<file path="config.mk">
export PLATFORM = sky130hd
export DESIGN_NAME = flap_frame_deframer_core_flat
export DESIGN_NICKNAME = d
export VERILOG_FILES = /design/src/hdl/fdf_pkg.sv /design/src/hdl/fdf_if.sv /design/src/hdl/flap_frame_deframer_core.sv /design/src/flat_wrapper.sv
export SDC_FILE = /design/constraint.sdc
export NUM_CORES = 1
export LEC_CHECK = 0
export ABC_AREA = 1
export BUFFER_PORTS_ARGS = -buffer_cell sky130_fd_sc_hd__buf_2
export CAP_MARGIN = 40
export CORE_ASPECT_RATIO = 1.25
export CORE_MARGIN = 2
export CORE_UTILIZATION = 45
export DETAILED_ROUTE_END_ITERATION = 8
export PLACE_DENSITY = 0.69
export SLEW_MARGIN = 10
export SYNTH_ARGS = -nofsm -noshare
export SYNTH_HDL_FRONTEND = slang
export SYNTH_SLANG_ARGS = --single-unit
</file>
<file path="constraint.sdc">
create_clock -name clk_i -period 8.5 [get_ports clk_i]
set_clock_uncertainty 0.1 [all_clocks]
set_input_delay 2.125 -clock clk_i [delete_from_list [all_inputs] [get_ports clk_i]]
set_output_delay 2.125 -clock clk_i [all_outputs]
set_load 0.03 [all_outputs]
</file>
<file path="src/hdl/fdf_pkg.sv">
package fdf_pkg;

  // Frame layout
  localparam logic [7:0] StartMark = 8'h2a;
  localparam int unsigned HdrBytes = 6;
  localparam int unsigned HdrCntW = 3;
  localparam logic [HdrCntW-1:0] HdrLast = HdrCntW'(HdrBytes - 1);

  // Header byte positions
  localparam logic [HdrCntW-1:0] HdrMark    = 3'd0;
  localparam logic [HdrCntW-1:0] HdrChan    = 3'd1;
  localparam logic [HdrCntW-1:0] HdrSeqHi   = 3'd2;
  localparam logic [HdrCntW-1:0] HdrSeqLo   = 3'd3;
  localparam logic [HdrCntW-1:0] HdrLenHi   = 3'd4;

  // Tag carried with every result item
  typedef enum logic [1:0] {
    KIND_HEADER   = 2'd0,
    KIND_PAYLOAD  = 2'd1,
    KIND_BAD_MARK = 2'd2
  } kind_e;

endpackage

</file>
<file path="src/hdl/fdf_if.sv">
// Input channel: one received byte per item
interface fdf_in_if;
  import fdf_pkg::*;

  logic       valid;
  logic       ready;
  logic [7:0] rx_byte;

  modport source (output valid, output rx_byte, input ready);
  modport sink (input valid, input rx_byte, output ready);
endinterface

// Output channel: one tagged byte per item
interface fdf_out_if;
  import fdf_pkg::*;

  logic        valid;
  logic        ready;
  kind_e       kind;
  logic [7:0]  byte_out;
  logic [7:0]  channel;
  logic [15:0] sequence_res;
  logic [15:0] payload_length;
  logic        frame_end;

  modport source (
    output valid, output kind, output byte_out, output channel,
    output sequence_res, output payload_length, output frame_end,
    input ready
  );
  modport sink (
    input valid, input kind, input byte_out, input channel,
    input sequence_res, input payload_length, input frame_end,
    output ready
  );
endinterface

</file>
<file path="src/hdl/flap_frame_deframer_core.sv">
// Receive deframer: takes one byte per item and returns one tagged item per byte
// (header byte, payload byte or bad start marker) along with the channel,
// sequence number and payload length captured from the current six-byte header,
// and a frame_end flag on the byte that completes a frame (the sixth header byte
// when the length is zero). Items pass through two register stages, an input
// register and a result register; the block sustains one byte per cycle while
// the output is not stalled, and a stalled output holds the pipeline without
// dropping or repeating anything.
module flap_frame_deframer_core (
  input  logic             clk_i,
  input  logic             rst_ni,
  fdf_in_if.sink           in_i,
  fdf_out_if.source        out_o
);
  import fdf_pkg::*;

  // Pipeline control
  logic in_vld_q;
  logic [7:0] in_byte_q;
  logic out_vld_q;
  logic out_adv;
  logic in_adv;

  // Frame state
  logic               phase_q, phase_d;
  logic [HdrCntW-1:0] hdr_cnt_q, hdr_cnt_d;
  logic [7:0]         chan_q, chan_d;
  logic [15:0]        seq_q, seq_d;
  logic [15:0]        len_q, len_d;
  logic [15:0]        rem_q, rem_d;
  logic [15:0]        rem_dec;
  kind_e              kind_d;
  logic               end_d;

  // Result register
  kind_e       kind_q;
  logic [7:0]  byte_q;
  logic [7:0]  chan_out_q;
  logic [15:0] seq_out_q;
  logic [15:0] len_out_q;
  logic        end_q;

  assign out_adv    = in_vld_q && (!out_vld_q || out_o.ready);
  assign in_adv     = !in_vld_q || out_adv;
  assign in_i.ready = in_adv;

  // Input register
  always_ff @(posedge clk_i or negedge rst_ni) begin
    if (!rst_ni) begin
      in_vld_q <= 1'b0;
    end else if (in_adv) begin
      in_vld_q <= in_i.valid;
    end
  end

  always_ff @(posedge clk_i) begin
    if (in_adv && in_i.valid) begin
      in_byte_q <= in_i.rx_byte;
    end
  end

  // Next frame state for the byte in the input register
  assign rem_dec = rem_q - 16'd1;

  always_comb begin
    phase_d   = phase_q;
    hdr_cnt_d = hdr_cnt_q;
    chan_d    = chan_q;
    seq_d     = seq_q;
    len_d     = len_q;
    rem_d     = rem_q;
    kind_d    = KIND_HEADER;
    end_d     = 1'b0;
    if (phase_q) begin
      kind_d = KIND_PAYLOAD;
      rem_d  = rem_dec;
      if (rem_dec == 16'd0) begin
        end_d     = 1'b1;
        phase_d   = 1'b0;
        hdr_cnt_d = HdrMark;
      end
    end else begin
      unique case (hdr_cnt_q)
        HdrMark: begin
          if (in_byte_q != StartMark) begin
            kind_d = KIND_BAD_MARK;
          end else begin
            chan_d    = 8'd0;
            seq_d     = 16'd0;
            len_d     = 16'd0;
            hdr_cnt_d = HdrChan;
          end
        end
        HdrChan: begin
          chan_d    = in_byte_q;
          hdr_cnt_d = HdrSeqHi;
        end
        HdrSeqHi: begin
          seq_d     = {in_byte_q, 8'd0};
          hdr_cnt_d = HdrSeqLo;
        end
        HdrSeqLo: begin
          seq_d     = {seq_q[15:8], in_byte_q};
          hdr_cnt_d = HdrLenHi;
        end
        HdrLenHi: begin
          len_d     = {in_byte_q, 8'd0};
          hdr_cnt_d = HdrLast;
        end
        default: begin
          // last header byte: low half of the length
          len_d     = {len_q[15:8], in_byte_q};
          hdr_cnt_d = HdrMark;
          rem_d     = len_d;
          if (len_d == 16'd0) begin
            end_d = 1'b1;
          end else begin
            phase_d = 1'b1;
          end
        end
      endcase
    end
  end

  // Frame state registers
  always_ff @(posedge clk_i or negedge rst_ni) begin
    if (!rst_ni) begin
      phase_q   <= 1'b0;
      hdr_cnt_q <= HdrMark;
      chan_q    <= 8'd0;
      seq_q     <= 16'd0;
      len_q     <= 16'd0;
      rem_q     <= 16'd0;
    end else if (out_adv) begin
      phase_q   <= phase_d;
      hdr_cnt_q <= hdr_cnt_d;
      chan_q    <= chan_d;
      seq_q     <= seq_d;
      len_q     <= len_d;
      rem_q     <= rem_d;
    end
  end

  // Result register
  always_ff @(posedge clk_i or negedge rst_ni) begin
    if (!rst_ni) begin
      out_vld_q <= 1'b0;
    end else if (out_adv) begin
      out_vld_q <= 1'b1;
    end else if (out_o.ready) begin
      out_vld_q <= 1'b0;
    end
  end

  always_ff @(posedge clk_i) begin
    if (out_adv) begin
      kind_q     <= kind_d;
      byte_q     <= in_byte_q;
      chan_out_q <= chan_d;
      seq_out_q  <= seq_d;
      len_out_q  <= len_d;
      end_q      <= end_d;
    end
  end

  assign out_o.valid          = out_vld_q;
  assign out_o.kind           = kind_q;
  assign out_o.byte_out       = byte_q;
  assign out_o.channel        = chan_out_q;
  assign out_o.sequence_res   = seq_out_q;
  assign out_o.payload_length = len_out_q;
  assign out_o.frame_end      = end_q;

`ifndef SYNTHESIS
  // Header count is idle while payload bytes flow
  a_phase_cnt: assert property (@(posedge clk_i) disable iff (!rst_ni)
    phase_q |-> (hdr_cnt_q == HdrMark))
    else $error("header count nonzero in payload phase");

  // Header count never passes the last header byte
  a_cnt_range: assert property (@(posedge clk_i) disable iff (!rst_ni)
    hdr_cnt_q <= HdrLast)
    else $error("header count out of range");

  // Payload phase always has bytes left
  a_rem_nz: assert property (@(posedge clk_i) disable iff (!rst_ni)
    phase_q |-> (rem_q != 16'd0))
    else $error("payload phase with nothing remaining");

  // A frame ending on a header byte must have zero length
  a_zero_len: assert property (@(posedge clk_i) disable iff (!rst_ni)
    (out_vld_q && end_q && (kind_q == KIND_HEADER)) |-> (len_out_q == 16'd0))
    else $error("header frame end with nonzero length");

  // Bad marker never ends a frame
  a_bad_end: assert property (@(posedge clk_i) disable iff (!rst_ni)
    (out_vld_q && (kind_q == KIND_BAD_MARK)) |-> !end_q)
    else $error("bad marker flagged as frame end");
`endif

endmodule

</file>
<file path="src/flat_wrapper.sv">
// flat-port wrapper written by rule: the top's interface ports become plain ports
module flap_frame_deframer_core_flat import fdf_pkg::*;
  (clk_i, rst_ni, in_i_valid, in_i_rx_byte, in_i_ready, out_o_valid, out_o_kind, out_o_byte_out, out_o_channel, out_o_sequence_res, out_o_payload_length, out_o_frame_end, out_o_ready);
  fdf_in_if in_i_i ();
  fdf_out_if out_o_i ();
  input  logic clk_i;
  input  logic rst_ni;
  input wire logic [$bits(in_i_i.valid)-1:0] in_i_valid;
  input wire logic [$bits(in_i_i.rx_byte)-1:0] in_i_rx_byte;
  output wire logic [$bits(in_i_i.ready)-1:0] in_i_ready;
  output wire logic [$bits(out_o_i.valid)-1:0] out_o_valid;
  output wire logic [$bits(out_o_i.kind)-1:0] out_o_kind;
  output wire logic [$bits(out_o_i.byte_out)-1:0] out_o_byte_out;
  output wire logic [$bits(out_o_i.channel)-1:0] out_o_channel;
  output wire logic [$bits(out_o_i.sequence_res)-1:0] out_o_sequence_res;
  output wire logic [$bits(out_o_i.payload_length)-1:0] out_o_payload_length;
  output wire logic [$bits(out_o_i.frame_end)-1:0] out_o_frame_end;
  input wire logic [$bits(out_o_i.ready)-1:0] out_o_ready;
  assign in_i_i.valid = in_i_valid;
  assign in_i_i.rx_byte = in_i_rx_byte;
  assign in_i_ready = in_i_i.ready;
  assign out_o_valid = out_o_i.valid;
  assign out_o_kind = out_o_i.kind;
  assign out_o_byte_out = out_o_i.byte_out;
  assign out_o_channel = out_o_i.channel;
  assign out_o_sequence_res = out_o_i.sequence_res;
  assign out_o_payload_length = out_o_i.payload_length;
  assign out_o_frame_end = out_o_i.frame_end;
  assign out_o_i.ready = out_o_ready;
  flap_frame_deframer_core u_core (.clk_i(clk_i), .rst_ni(rst_ni), .in_i(in_i_i), .out_o(out_o_i));
endmodule
</file>
==> impl_metrics.yaml, run 1 <==
status:
  run_status: "completed"
cells_and_area:
  nets: 668
  design_area_um2: 6500
  diodes: 0
  final_layout_size_suffix_gt1_share_pct: 20.2
  final.fill_count: 1068
  synthToLayoutAreaGrowth_pct: 18.7
clocking:
  clkLatencyLatePin_ns: 0.42
  clk_pin_slew_ns: 0.05
  tritoncts: "built"
  cts_buffers: 17
  postCtsHoldBufs: 0
  cts_max_path_buffers: 2
  root_buffer: "clkbuf_16"
  htree_num_levels: 4
  cts_resized: 0
  cts.sinks: 121
  cts_setup_buffers: 0
die:
  core_area_um2: 12000
  fp.dieH_um: 127
  start_util_pct: 45.7
  dieArea_um2: 13100
  rows: 45
  die_w_um: 103
  ioPinCount: 65
route:
  drt_first_pass_iters: 6
  wl_um: 12500
  viasPerCell: 5.16
  drt_iter0_drc: 339
  drc: 0
  vias: 4290
  route.antenna.remaining_nets: 0
  routedWlPerCell_um: 15.0
place:
  io_buffer_count: 64
  dpl_cell_area_um2: 5960
  place.gp.congestion: 0.877
  detailed_place_hpwl_um: 8390
global_routing:
  antenna_found_initial: 0
  grt_use_total_pct: 20.6
  overflow: 0
  grt_max_degree: 63
  grt_pass1_vias: 4229
  grt_pass1_wl_um: 20600
sta:
  worstMarginPinSlew_ns: 0.826
  finalCritPeriodShare_pct: 56.5
  period_needed_ns: 4.80
  hold_viol: 0
  finalSetupTns_ns: 0
  report.final.setup_viol: 0
  relSlewSlack_pct: 44.9
  rsz0062_at_grt: "no"
  max_freq_ghz: 0.208
  drv_slew: 0
setup_path:
  crit_start: "out_o_ready"
  required_ns: 6.28
  start_kind: "input pin"
  rrSetupSlack_ns: 6.02
  r2r_start: "u_core.out_o.valid"
  critPathMaxFanout: 3
  worst_ep_arrival_time_ns: 2.58
  cp-end-kind: "output pin"
  r2r_cells: 7
  worstSetupPathType: "input pin to output pin"
  worstReg2RegEnd: "u_core.len_q[3]"
synthesis:
  yosys-top-cells-count: "170 x nand2_1, 67 x o21ai_0, 65 x inv_1"
  synth_area_leaders: "edfxtp_1 32%, dfrtp_1 28%, nand2_1 12%"
  synth_nets: 598
  ys_warn_count: 0
  synthCells: 584
  synth_cell_types: 33
  async_flop_share_pct: 51.2
  synth_top_area_share_pct: 32.3
  synth_most_common_cell: "nand2_1"
  synth.cell_area_um2: 5480
  synth_area_per_cell_um2: 9.38
  synth_top_flop_cell: "dfrtp_1"
  synth-edff-count: 59
  ys_ff_latch: 121
  synth_top_area_cell: "edfxtp_1"
  seq_area_frac_synth_pct: 60.7
worst_hold_path:
  min_to: "u_core.chan_q[7]"
  whs_path_depth: 2
  hold_start: "u_core.chan_q[7]"
  hp-class: "flip-flop to flip-flop"
flow_run:
  maxCapViolCount: 0
power:
  leakage_nw: 2.94
  p_per_area_nw_per_um2: 307
  ir_drop_mv: 0.135
[where the power goes]
part           total [W]  internal [W]  switching [W]
Sequential      0.000831      0.000749      0.0000817
Combinational   0.000509      0.000152       0.000356
Clock           0.000656      0.000378       0.000278
Total            0.00199       0.00128       0.000716
[cell type report]
class,count,area (um2),share of cell area (%)
Inverter,69,260,4.00
Clock inverter,14,113,1.73
Clock buffer,18,429,6.60
Sequential cell,121,3320,51.1
Timing Repair Buffer,69,358,5.50
Multi-Input combinational cell,376,1820,27.9
Tap cell,164,205,3.16
[worst max-delay path, cell delays in order]
cell and delay [ns]:
buf_2 0.09, inv_1 0.06, nand3_1 0.10, buf_2 0.20
[cells in the final DEF, fill, tap and decap left out, drive strengths merged]
master / instances
a22oi: 8
inv: 75
nor4: 3
buf: 69
edfxtp: 59
o21ai: 74
dfrtp: 62
nand3: 15
xor2: 1
a21oi: 16
nand2: 181
clkinv: 4
xnor2: 1
ha: 2
or2: 1
nor2: 52
o22ai: 3
nand4: 6
o211ai: 4
a31oi: 4
o21a: 1
o2111ai: 1
nor3: 3
clkbuf: 18
clkinvlp: 4
[how the worst max path moves through the flow]
stage | endpoint | slack [ns] | cells past startpoint
after global placement | in_i_ready | 3.72 | 4
after detailed placement | in_i_ready | 3.70 | 4
after floorplan | in_i_ready | 3.83 | 2
after CTS | in_i_ready | 3.69 | 4
final | in_i_ready | 3.70 | 4
after global routing | in_i_ready | 3.64 | 4
[per-layer routing]
| metal | vias to the layer above | part of all wire (%) | track usage [%] |
|---|---|---|---|
| met2 | 151 | 49 | 32.0 |
| met5 | - | 0 | 0 |
| met1 | 2045 | 42 | 27.0 |
| li1 | 2062 | - | - |
| met3 | 32 | 5.7 | 5.25 |
| met4 | 0 | 3.4 | 9.80 |
[state kept, by name, indices dropped and copies added, names as in the netlist, 3 cells and up]
signal,flops
u_core.chan_q,8
u_core.hdr_cnt_q,3
u_core.in_byte_q,8
u_core.len_q,16
u_core.out_o.byte_out,8
u_core.out_o.channel,8
u_core.out_o.payload_length,16
u_core.out_o.sequence_res,16
u_core.rem_q,16
u_core.seq_q,16
[kinds of logic (layout without fill, tap and decap cells)]
| logic type | count (synthesis) | in the layout | share of synthesized area (%) |
|---|---|---|---|
| AND/OR/NAND/NOR | 261 | 261 | 21.3 |
| adder cells (fa/ha/maj) | 2 | 2 | 0.457 |
| AO/OA/AOI/OAI | 111 | 111 | 11.0 |
| XOR/XNOR | 2 | 2 | 0.457 |
| flip-flops | 121 | 121 | 60.7 |
| buffers and inverters | 87 | 170 | 6.19 |
[stage by stage]
stage | std cells | worst slack [ns] | power [W] | util (%) | hold WS (ns)
after CTS | 831 | 3.69 | 0.00201 | 54.2 | 0.381
after global placement | 799 | 3.72 | 0.00133 | 49.7 | 0.356
after global routing | 831 | 3.64 | 0.00212 | 54.2 | 0.404
after floorplan | 584 | 3.83 | 0.00122 | - | 0.323
final | 831 | 3.70 | 0.00199 | 54.2 | 0.379
after detailed placement | 799 | 3.70 | 0.00135 | 49.7 | 0.366
Power figures use the tool's default switching activity.
==> run 2, diff against run 1 <==
--- a/config.mk
+++ b/config.mk
@@ -5,14 +5,14 @@
 export SDC_FILE = /design/constraint.sdc
 export NUM_CORES = 1
 export LEC_CHECK = 0
-export ABC_AREA = 1
+export ABC_AREA = 0
 export BUFFER_PORTS_ARGS = -buffer_cell sky130_fd_sc_hd__buf_2
 export CAP_MARGIN = 40
 export CORE_ASPECT_RATIO = 1.25
 export CORE_MARGIN = 2
 export CORE_UTILIZATION = 45
 export DETAILED_ROUTE_END_ITERATION = 8
-export PLACE_DENSITY = 0.69
+export PLACE_DENSITY = 0.72
 export SLEW_MARGIN = 10
 export SYNTH_ARGS = -nofsm -noshare
 export SYNTH_HDL_FRONTEND = slang
==> constraint.sdc (replaced) <==
create_clock -name clk_i -period 3.9 [get_ports clk_i]
set_clock_uncertainty 0.1 [all_clocks]
set_input_delay 0.975 -clock clk_i [delete_from_list [all_inputs] [get_ports clk_i]]
set_output_delay 0.975 -clock clk_i [all_outputs]
set_load 0.03 [all_outputs]
==> impl_metrics.yaml, run 2 <==
status:
  run_status: "completed"
global_routing:
  antenna_found_initial: 0
  grt_pass1_vias: 3845
  grt_use_total_pct: 19.7
  grt_pass1_wl_um: 19800
  overflow: 0
  grt_max_degree: 39
synthesis:
  synth-edff-count: 59
  synth.cell_area_um2: 5450
  yosys-top-cells-count: "62 x dfrtp_1, 59 x edfxtp_1, 44 x nand2_1"
  async_flop_share_pct: 51.2
  synth_top_area_share_pct: 32.5
  synth_top_area_cell: "edfxtp_1"
  synth_area_leaders: "edfxtp_1 33%, dfrtp_1 28%, a22o_1 5.1%"
  synth_area_per_cell_um2: 11.9
  seq_area_frac_synth_pct: 61.0
  synthCells: 458
  synth_cell_types: 54
  synth_nets: 472
  synth_most_common_cell: "dfrtp_1"
  ys_warn_count: 0
  synth_top_flop_cell: "dfrtp_1"
  ys_ff_latch: 121
place:
  dpl.cell_count: 655
  detailed_place_hpwl_um: 8090
  dpl_cell_area_um2: 5890
  io_buffer_count: 64
  place.gp.congestion: 0.884
sta:
  drv_slew: 0
  rsz0062_at_grt: "no"
  relSlewSlack_pct: 41.6
  report.final.setup_viol: 0
  max_freq_ghz: 0.338
  finalSetupTns_ns: 0
  period_needed_ns: 2.96
  hold_viol: 0
  worstMarginPinSlew_ns: 0.876
  finalCritPeriodShare_pct: 75.9
setup_path:
  rrSetupSlack_ns: 0.94
  cp-end-kind: "flip-flop"
  r2r_start: "u_core.rem_q[1]"
  start_kind: "flip-flop"
  r2r_cells: 7
  crit_start: "u_core.rem_q[1]"
  worst_ep_arrival_time_ns: 3.13
  critPathCapture: "u_core.out_o.frame_end"
  worstReg2RegEnd: "u_core.out_o.frame_end"
  required_ns: 4.07
  critPathMaxFanout: 7
  worstSetupPathType: "flip-flop to flip-flop"
clocking:
  clk_pin_slew_ns: 0.05
  cts.sinks: 121
  cts_resized: 0
  cts_setup_buffers: 0
  cts_buffers: 17
  root_buffer: "clkbuf_16"
  tritoncts: "built"
  postCtsHoldBufs: 0
  htree_num_levels: 4
  cts_max_path_buffers: 2
  clkLatencyLatePin_ns: 0.41
worst_hold_path:
  hp-class: "flip-flop to flip-flop"
  whs_path_depth: 1
route:
  drc: 0
  viasPerCell: 5.80
  drt_iter0_drc: 341
  route.antenna.remaining_nets: 0
  wl_um: 12200
  vias: 3988
  routedWlPerCell_um: 17.7
  drt_first_pass_iters: 5
power:
  ir_drop_mv: 0.421
  leakage_nw: 2.55
  p_per_area_nw_per_um2: 698
cells_and_area:
  final_cells: 687
  diodes: 0
  design_area_um2: 6490
  final_cell_mix: "64 x buf_2, 62 x dfrtp_1, 59 x edfxtp_1, 44 x nand2_1, 35 x o21ai_0"
  final_layout_size_suffix_gt1_share_pct: 21.5
  nets: 527
  synthToLayoutAreaGrowth_pct: 19.2
  final_common_cell: "buf_2"
die:
  rows: 44
  start_util_pct: 46.4
  ioPinCount: 65
  dieArea_um2: 13000
  core_area_um2: 11700
  die_w_um: 102
  fp.dieH_um: 127
flow_run:
  maxCapViolCount: 0
-- run 2: cell types whose count changed after synthesis, sizes merged, moves of 8 or more --
cell / change
nor2: -41
o22ai: +8
o21ai: -34
o22a: +12
inv: -64
nor3: +8
nand2: -137
nand2b: +19
a22o: +32
clkbuf: +19
o2bb2ai: +24
-- run 2: worst min-delay path by stage --
stage                     startpoint                    to  slack, ns
global placement    u_core.seq_q[13]      u_core.seq_q[13]       0.37
detailed placement  u_core.seq_q[11]      u_core.seq_q[11]       0.37
global route        u_core.seq_q[11]      u_core.seq_q[11]       0.40
finish               u_core.seq_q[7]       u_core.seq_q[7]       0.39
CTS                 u_core.seq_q[11]      u_core.seq_q[11]       0.39
floorplan             u_core.phase_q  u_core.out_o.kind[0]       0.32
-- run 2: final cells by class --
class | count | area, um2
Multi-Input combinational cell | 298 | 1970
Tap cell | 161 | 201
Inverter | 4 | 15.0
Fill cell | 988 | 5230
Clock buffer | 17 | 425
Timing Repair Buffer | 71 | 385
Sequential cell | 121 | 3320
Clock inverter | 15 | 175
-- run 2: cell families after synthesis --
logic type,Yosys count,share of synthesized area (%)
flops,121,61.0
fa+ha+maj,2,0.459
compound gates,159,21.4
simple gates,125,12.1
xor+xnor,5,0.804
mux,7,1.29
buf+inv,39,2.87
-- run 2: worst max-delay path, stage by stage (launching register included) --
cell	delay, ns
dfrtp_1	0.45
inv_1	0.12
ha_1	0.30
nor3b_1	0.51
nand3b_1	0.13
a2111o_1	0.47
a2111oi_4	0.54
a2bb2o_1	0.22
-- run 2: layer usage --
metal	global-route usage, %	vias to the layer above	wire (um)
li1	-	1876	-
met1	25.4	1969	5150
met2	32.5	129	6200
met3	4.21	14	601
met4	7.76	0	192
met5	0	-	0
-- run 2: power by group --
group          switching (W)  internal [W]  total [W]
sequential          0.000257       0.00160    0.00185
combinational       0.000634      0.000473    0.00111
clock               0.000567       0.00100    0.00157
total                0.00146       0.00307    0.00453
-- run 2: metrics by stage --
stage / util, % / power, W / worst slack, ns / hold WS (ns)
global placement: 50.1 / 0.00293 / 0.941 / 0.370
detailed placement: 50.2 / 0.00297 / 0.881 / 0.374
CTS: 55.4 / 0.00454 / 0.967 / 0.390
finish: 55.4 / 0.00453 / 0.939 / 0.391
global route: 55.4 / 0.00475 / 0.797 / 0.402
floorplan: - / 0.00270 / 0.0902 / 0.323
